File: config.mk
export PLATFORM = sky130hd
export DESIGN_NAME = aad_divider
export DESIGN_NICKNAME = d
export VERILOG_FILES = /design/src/design/aad_divider.sv
export SDC_FILE = /design/constraint.sdc
export NUM_CORES = 1
export LEC_CHECK = 0
export BUFFER_PORTS_ARGS = -buffer_cell sky130_fd_sc_hd__buf_4
export CAP_MARGIN = 20
export CELL_PAD_IN_SITES_DETAIL_PLACEMENT = 2
export CELL_PAD_IN_SITES_GLOBAL_PLACEMENT = 2
export CORE_MARGIN = 2
export CORE_UTILIZATION = 34
export DETAILED_ROUTE_END_ITERATION = 16
export PLACE_DENSITY = 0.9
export REMOVE_ABC_BUFFERS = 1
export SLEW_MARGIN = 20
export SYNTH_ARGS = -nofsm -noshare
export SYNTH_HDL_FRONTEND = slang
export SYNTH_SLANG_ARGS = --single-unit
File: constraint.sdc
create_clock -name clk_i -period 4.2 [get_ports clk_i]
set_input_delay 0.42 -clock clk_i [delete_from_list [all_inputs] [get_ports clk_i]]
set_output_delay 0.42 -clock clk_i [all_outputs]
set_load 0.01 [all_outputs]
File: src/design/aad_divider.sv
// restoring divider, one quotient bit per cycle
`default_nettype none
module aad_divider #(
  parameter int unsigned DW = 29,
  parameter int unsigned VW = 21
) (
  input  wire logic          clk_i,
  input  wire logic          rst_ni,
  input  wire logic          start_i,
  input  wire logic [DW-1:0] dividend_i,
  input  wire logic [VW-1:0] divisor_i,
  output logic               done_o,
  output logic [DW-1:0]      quo_o,
  output logic [VW-1:0]      rem_o
);

  localparam int unsigned CW = $clog2(DW + 1);

  logic [CW-1:0] cnt_q;
  logic          busy_q, done_q;
  logic [DW-1:0] quo_q, quo_d;
  logic [VW-1:0] rem_q, rem_d, div_q;
  logic [VW:0]   trial, diff;
  logic          ge;

  always_comb begin
    trial = {rem_q, quo_q[DW-1]};
    diff  = trial - {1'b0, div_q};
    ge    = trial >= {1'b0, div_q};
    rem_d = ge ? diff[VW-1:0] : trial[VW-1:0];
    quo_d = {quo_q[DW-2:0], ge};
  end

  always_ff @(posedge clk_i or negedge rst_ni) begin
    if (!rst_ni) begin
      busy_q <= 1'b0;
      done_q <= 1'b0;
      cnt_q  <= '0;
    end else begin
      done_q <= 1'b0;
      if (start_i) begin
        busy_q <= 1'b1;
        cnt_q  <= CW'(DW);
      end else if (busy_q) begin
        cnt_q <= cnt_q - CW'(1);
        if (cnt_q == CW'(1)) begin
          busy_q <= 1'b0;
          done_q <= 1'b1;
        end
      end
    end
  end

  always_ff @(posedge clk_i) begin
    if (start_i) begin
      quo_q <= dividend_i;
      rem_q <= '0;
      div_q <= divisor_i;
    end else if (busy_q) begin
      quo_q <= quo_d;
      rem_q <= rem_d;
    end
  end

  assign done_o = done_q;
  assign quo_o  = quo_q;
  assign rem_o  = rem_q;

endmodule
`default_nettype wire

After elaboration in Yosys (flattened, before gate mapping)
Index checks and enable logic that the tools add are counted.

$add $sub $neg: 2. Multiply operators: 0. Div/mod/pow operators: 0. $lt $le $gt $ge: 1. Equality and inequality tests: 1. Shift-type cells: 0. Multiplexer cells: 11. Bitwise operators: 0. Reduce and logical (&&, ||, !) cells: 1.

Operators by type and width (number): two-way mux 29 bit (2); greater-or-equal comparator 22 x 21 -> 1 bit (1); two-way mux 21 bit (1); subtractor 21 bit (1); two-way mux 5 bit (2); two-way mux 1 bit (6); equality test 5 x 1 -> 1 bit, second input constant (1); subtractor 5 x 1 -> 5 bit, second input constant (1); nonzero test 2 bit (1).

Flip-flop bits (word level): 78. Latch bits: 0. Memory bits (writable): 0. Bits in read-only memories: 0. Output and inout bits: 51. Logic and storage cells: 22. Memories: 0.

Depth between registers and ports, before layout
Depth in word-level cells: 4. Mapped depth: 13. Depth with buffers taken out: 11.

Worst setup path before layout
OpenSTA, ideal clock, no wires.

Path kind: reg2reg. Start point: register quo_q[28], in the netlist quo_o[28]. End point: register quo_q[0], in the netlist quo_o[0] (data pin). Setup time: 0.260 ns. Data arrival time: 2.979 ns. Required time: 3.940 ns. Setup slack: 0.961 ns. Cell stages (with the launch flop): 13. Path buffers: 2. Cells stage by stage: edfxtp_1 inv_1 ha_1 inv_1 fa_1 a21o_1 a221oi_4 o221ai_2 o211a_1 a2111o_1 buf_2 buf_2 mux2_2.

Word-level cells in the longest chain between the ends: 3.

RTL lines: from (decl) (RTL line 21) `logic [DW-1:0] quo_q, quo_d;`; from (signal assigned) (RTL line 56) `quo_q <= dividend_i;`; from (signal assigned) (RTL line 60) `quo_q <= quo_d;`; greater-or-equal comparator 22 x 21 -> 1 bit (RTL line 29) `ge = trial >= {1'b0, div_q};`; two-way mux 29 bit (RTL line 59) `end else if (busy_q) begin`; two-way mux 29 bit (RTL line 55) `if (start_i) begin`.

No other way between the ends. The select of a mux whose other input is x is not followed. A chain may end at the register's enable or synchronous reset.

Worst setup path in the final report
Start point: register quo_q[28], in the netlist quo_o[28]. End point: register rem_q[3], in the netlist rem_o[3].

Word-level cells in the longest chain between the ends: 2.

RTL lines: subtractor 21 bit / greater-or-equal comparator 22 x 21 -> 1 bit (equally long branches) (RTL line 28, 29); two-way mux 21 bit (*) (RTL line 30) `rem_d = ge ? diff[VW-1:0] : trial[VW-1:0];`; to (signal assigned) (RTL line 61) `rem_q <= rem_d;`; to (decl) (RTL line 22) `logic [VW-1:0] rem_q, rem_d, div_q;`.

Mark *: on every way between the ends. The rest lies on a longest branch, timed or not.

==> metrics.md <==
| Metric | Value |
|---|---|
| Outcome | `completed` |
| Number of flops mapped to enable cells by yosys | `50` |
| Worst hold path class | `in -> reg` |
| CP bufs+invs | `3` |
| Count of final max-slew check failures | `0` |
| Grt ovf | `0` |
| Core area | `12500 µm²` |
| Post-route met1 wirelength | `5360 µm` |
| P&R area growth vs syn | `29.0%` |
| CTS tree | `yes` |
| Crit-path leading delay family | `compound AO/OA/AOI/OAI gates` |
| Number of global-route vias before repair | `3909` |
| Placed cell areas | `5230 µm²` |
| Reg2reg end | `rem_o[3]` |
| Start point of the worst hold path | `divisor_i[5]` |
| Post-synthesis sequential area ratio | `48.8%` |
| #FFs+latches synth | `78` |
| Reg clk slew, reported paths | `0.07 ns` |
| Capturing element type of the critical path | `flip-flop` |
| Kind of critical path | `reg -> reg` |
| Total CTS buffers | `9` |
| Fin crit share | `86.1%` |
| RD Place Congestion | `0.839` |
| Final instance area | `5540 µm²` |
| Final Setup Violations | `0` |
| CTS resizes | `0` |
| Crit start category | `flip-flop` |
| Met2 WL | `about 6900 µm` |
| Drt via density | `5.18` |
| CP arrival | `3.86 ns` |
| Slowest library cell on the worst path | `a2111oi_4` |
| H-tree depth | `3` |
| Total track usage | `20.4%` |
| # IOs | `104` |
| Final net count | `561` |
| Required @ worst endpoint | `4.44 ns` |
| Max-cap violation count | `0` |
| Layout Skew | `between 0.006 and 0.007 ns` |
| R2R Setup Slk | `roughly 0.6 ns` |
| Dpl hpwl | `a little under 10000 µm` |
| Clock root cell | `clkbuf_16` |
| Final Hold Fails | `0` |
| Initial Util | `34.5%` |
| Die area | `around 14000 µm²` |
| Initial DRC count | `108` |
| Max clock buf depth | `2` |
| CTS Sinks | `78` |
| Inst Count DP | `644` |
| Hold WS | `0.244 ns` |
| Initial antenna violation count | `0` |
| # DRC | `0` |
| CP Max Fanout | `15` |
| DRT Wirelength | `13300 µm` |
| Post-synthesis instance total | `385` |
| Pre-antenna DRT Iters | `6` |
| Reg2reg path depth | `12` |
| Endpoint with the worst hold slack | `div_q[5]` |
| Slew @ Worst Pin | `1.12 ns` |
| Routed wl met3 | `around 800 µm` |
| Pwr dens | `419 nW/µm²` |
| Worst slew margin | `24.1%` |
| Maximum number of pins on one net before global-route repair | `40` |
| Asr flop ratio synth | `under 10%` |
| Yosys synthesis warning count | `0` |
| Antenna diodes | `0` |
| RR Startpoint | `quo_o[28]` |
| Min Tclk post-route | `3.62 ns` |
| Fmax | `between 0.2 and 0.3 GHz` |
| Clk Latency, worst-skew pair | `roughly 0.35 ns` |
| Via count | `between 3000 and 4000` |
| Fill cells | `1289` |
| Crit path top cell by count | `inv_1` |
| Share of cells above drive strength 1 | `~35%` |
| Worst vdd ir | `between 0.0002 and 0.00025 V` |
| Count of buffers from port buffering | `approximately 100` |
| RSZ-0062 raised after global routing | `false` |
| Die W | `around 120 µm` |
| TNS Setup | `0 ns` |
| Layout Cells excl Fill | `661` |
| Mapped Area | `4300 µm²` |
| Synth unique cells | `53` |
| Chip height | `116 µm` |
| Cell depth of the worst min-delay path | `1` |
| Ys flop type | `edfxtp_1` |
| LEAKAGE | `2.37 nW` |
| WL/cell | `20.0 µm` |
| CP cell instances | `inv_1 -> ha_1 -> inv_1 -> fa_1 -> a21o_1 -> a221oi_4 -> o221ai_2 -> o211a_1 -> a2111oi_4 -> buf_4 -> nand2_1 -> a311oi_1` |
| Detail Route Antenna Nets | `0` |
| Top Metal Used | `met4` |
| Syn_area_per_cell | `11.2 µm²` |
| CP max stage delay | `0.53 ns` |
| Global-route wire length before repair | `20900 µm` |
| # rows | `41` |
==> worst max path at each step <==
stage          slack, ns  endpoint  cells after the start      start
3_3_place_gp        0.85  quo_o[0]                     10  quo_o[28]
6_report            0.58  rem_o[3]                     12  quo_o[28]
4_1_cts             0.55  rem_o[3]                     12  quo_o[28]
2_1_floorplan       0.62  rem_o[0]                     11  quo_o[28]
3_5_place_dp        0.66  rem_o[3]                     12  quo_o[28]
5_1_grt             0.35  rem_o[3]                     12  quo_o[28]
==> final cells by class <==
type | instances | area, µm² | share of cell area (%)
tap | 172 | 215 | 3.88
inverter | 29 | 109 | 1.96
sequential | 78 | 2100 | 37.8
multi-input combinational | 258 | 2000 | 36.1
timing repair buffer | 108 | 813 | 14.7
clock buffer | 9 | 225 | 4.06
clock inverter | 7 | 80.1 | 1.44
==> layout by cell type (no fill, tap or decap), types with 3 or more instances in the layout <==
master     count
nand4_1        5
a31oi_1        5
xnor2_1       12
nand3_1       11
dfxtp_1       21
o21a_1         5
nor2_1        24
xor2_1         9
mux2_2        30
dfrtp_1        7
edfxtp_1      50
a32oi_1        6
nor2b_1        3
o31ai_1        6
nand2_1       40
a311oi_2       9
clkbuf_16      9
inv_1         28
nand2b_1       5
a21o_1         4
a311oi_1       3
a21oi_1       17
ha_1          23
buf_4        107
o21bai_1       4
o21ai_0        4
==> per-layer routing <==
metal,GRT usage (%),up-vias
met5,0,-
met3,5.45,20
met2,36.4,92
met4,6.90,0
met1,23.7,1699
li1,-,1615
==> registers in the layout (all words and copies together), names as in the netlist <==
signal  flops
quo_o      29
cnt_q       5
div_q      21
done_o      1
busy_q      1
rem_o      21
==> cell usage after synthesis, types with 7 or more instances <==
library cell	count	area [µm²]
a21oi_1	17	85.1
a311oi_2	9	135
clkbuf_1	14	52.6
dfrtp_1	7	175
dfxtp_1	21	420
edfxtp_1	50	1500
ha_1	23	288
inv_1	29	109
mux2_2	30	338
nand2_1	40	150
nand3_1	11	55.1
nor2_1	24	90.1
xnor2_1	12	105
xor2_1	9	78.8
==> through the flow <==
step,power (mW),setup WS [ns],util (%)
6_report,2.33,0.583,44.5
2_1_floorplan,1.27,0.616,-
3_3_place_gp,1.48,0.847,41.9
4_1_cts,2.35,0.554,44.5
5_1_grt,2.43,0.349,44.5
3_5_place_dp,1.52,0.657,41.9
==> cells by family (layout without fill, tap and decap cells) <==
logic type	after synthesis	after routing	synth area share, %
AND/OR/NAND/NOR	99	99	10.6
multiplexers	32	32	8.33
buffers and inverters	49	153	4.54
AO/OA/AOI/OAI	82	82	16.3
adder cells (fa/ha/maj)	24	24	7.17
flip-flops	78	78	48.8
XOR/XNOR	21	21	4.28
==> report_power, final <==
part	internal [mW]	total [mW]	switching, mW
registers	0.896	0.952	0.0560
logic	0.256	0.561	0.305
clock network	0.469	0.813	0.344
==> timing repair <==
item	in CTS	in global routing
buffers inserted	0	0
hold buffers	1	0
endpoints found under the hold margin	7	0
Power figures use the tool's default switching activity.
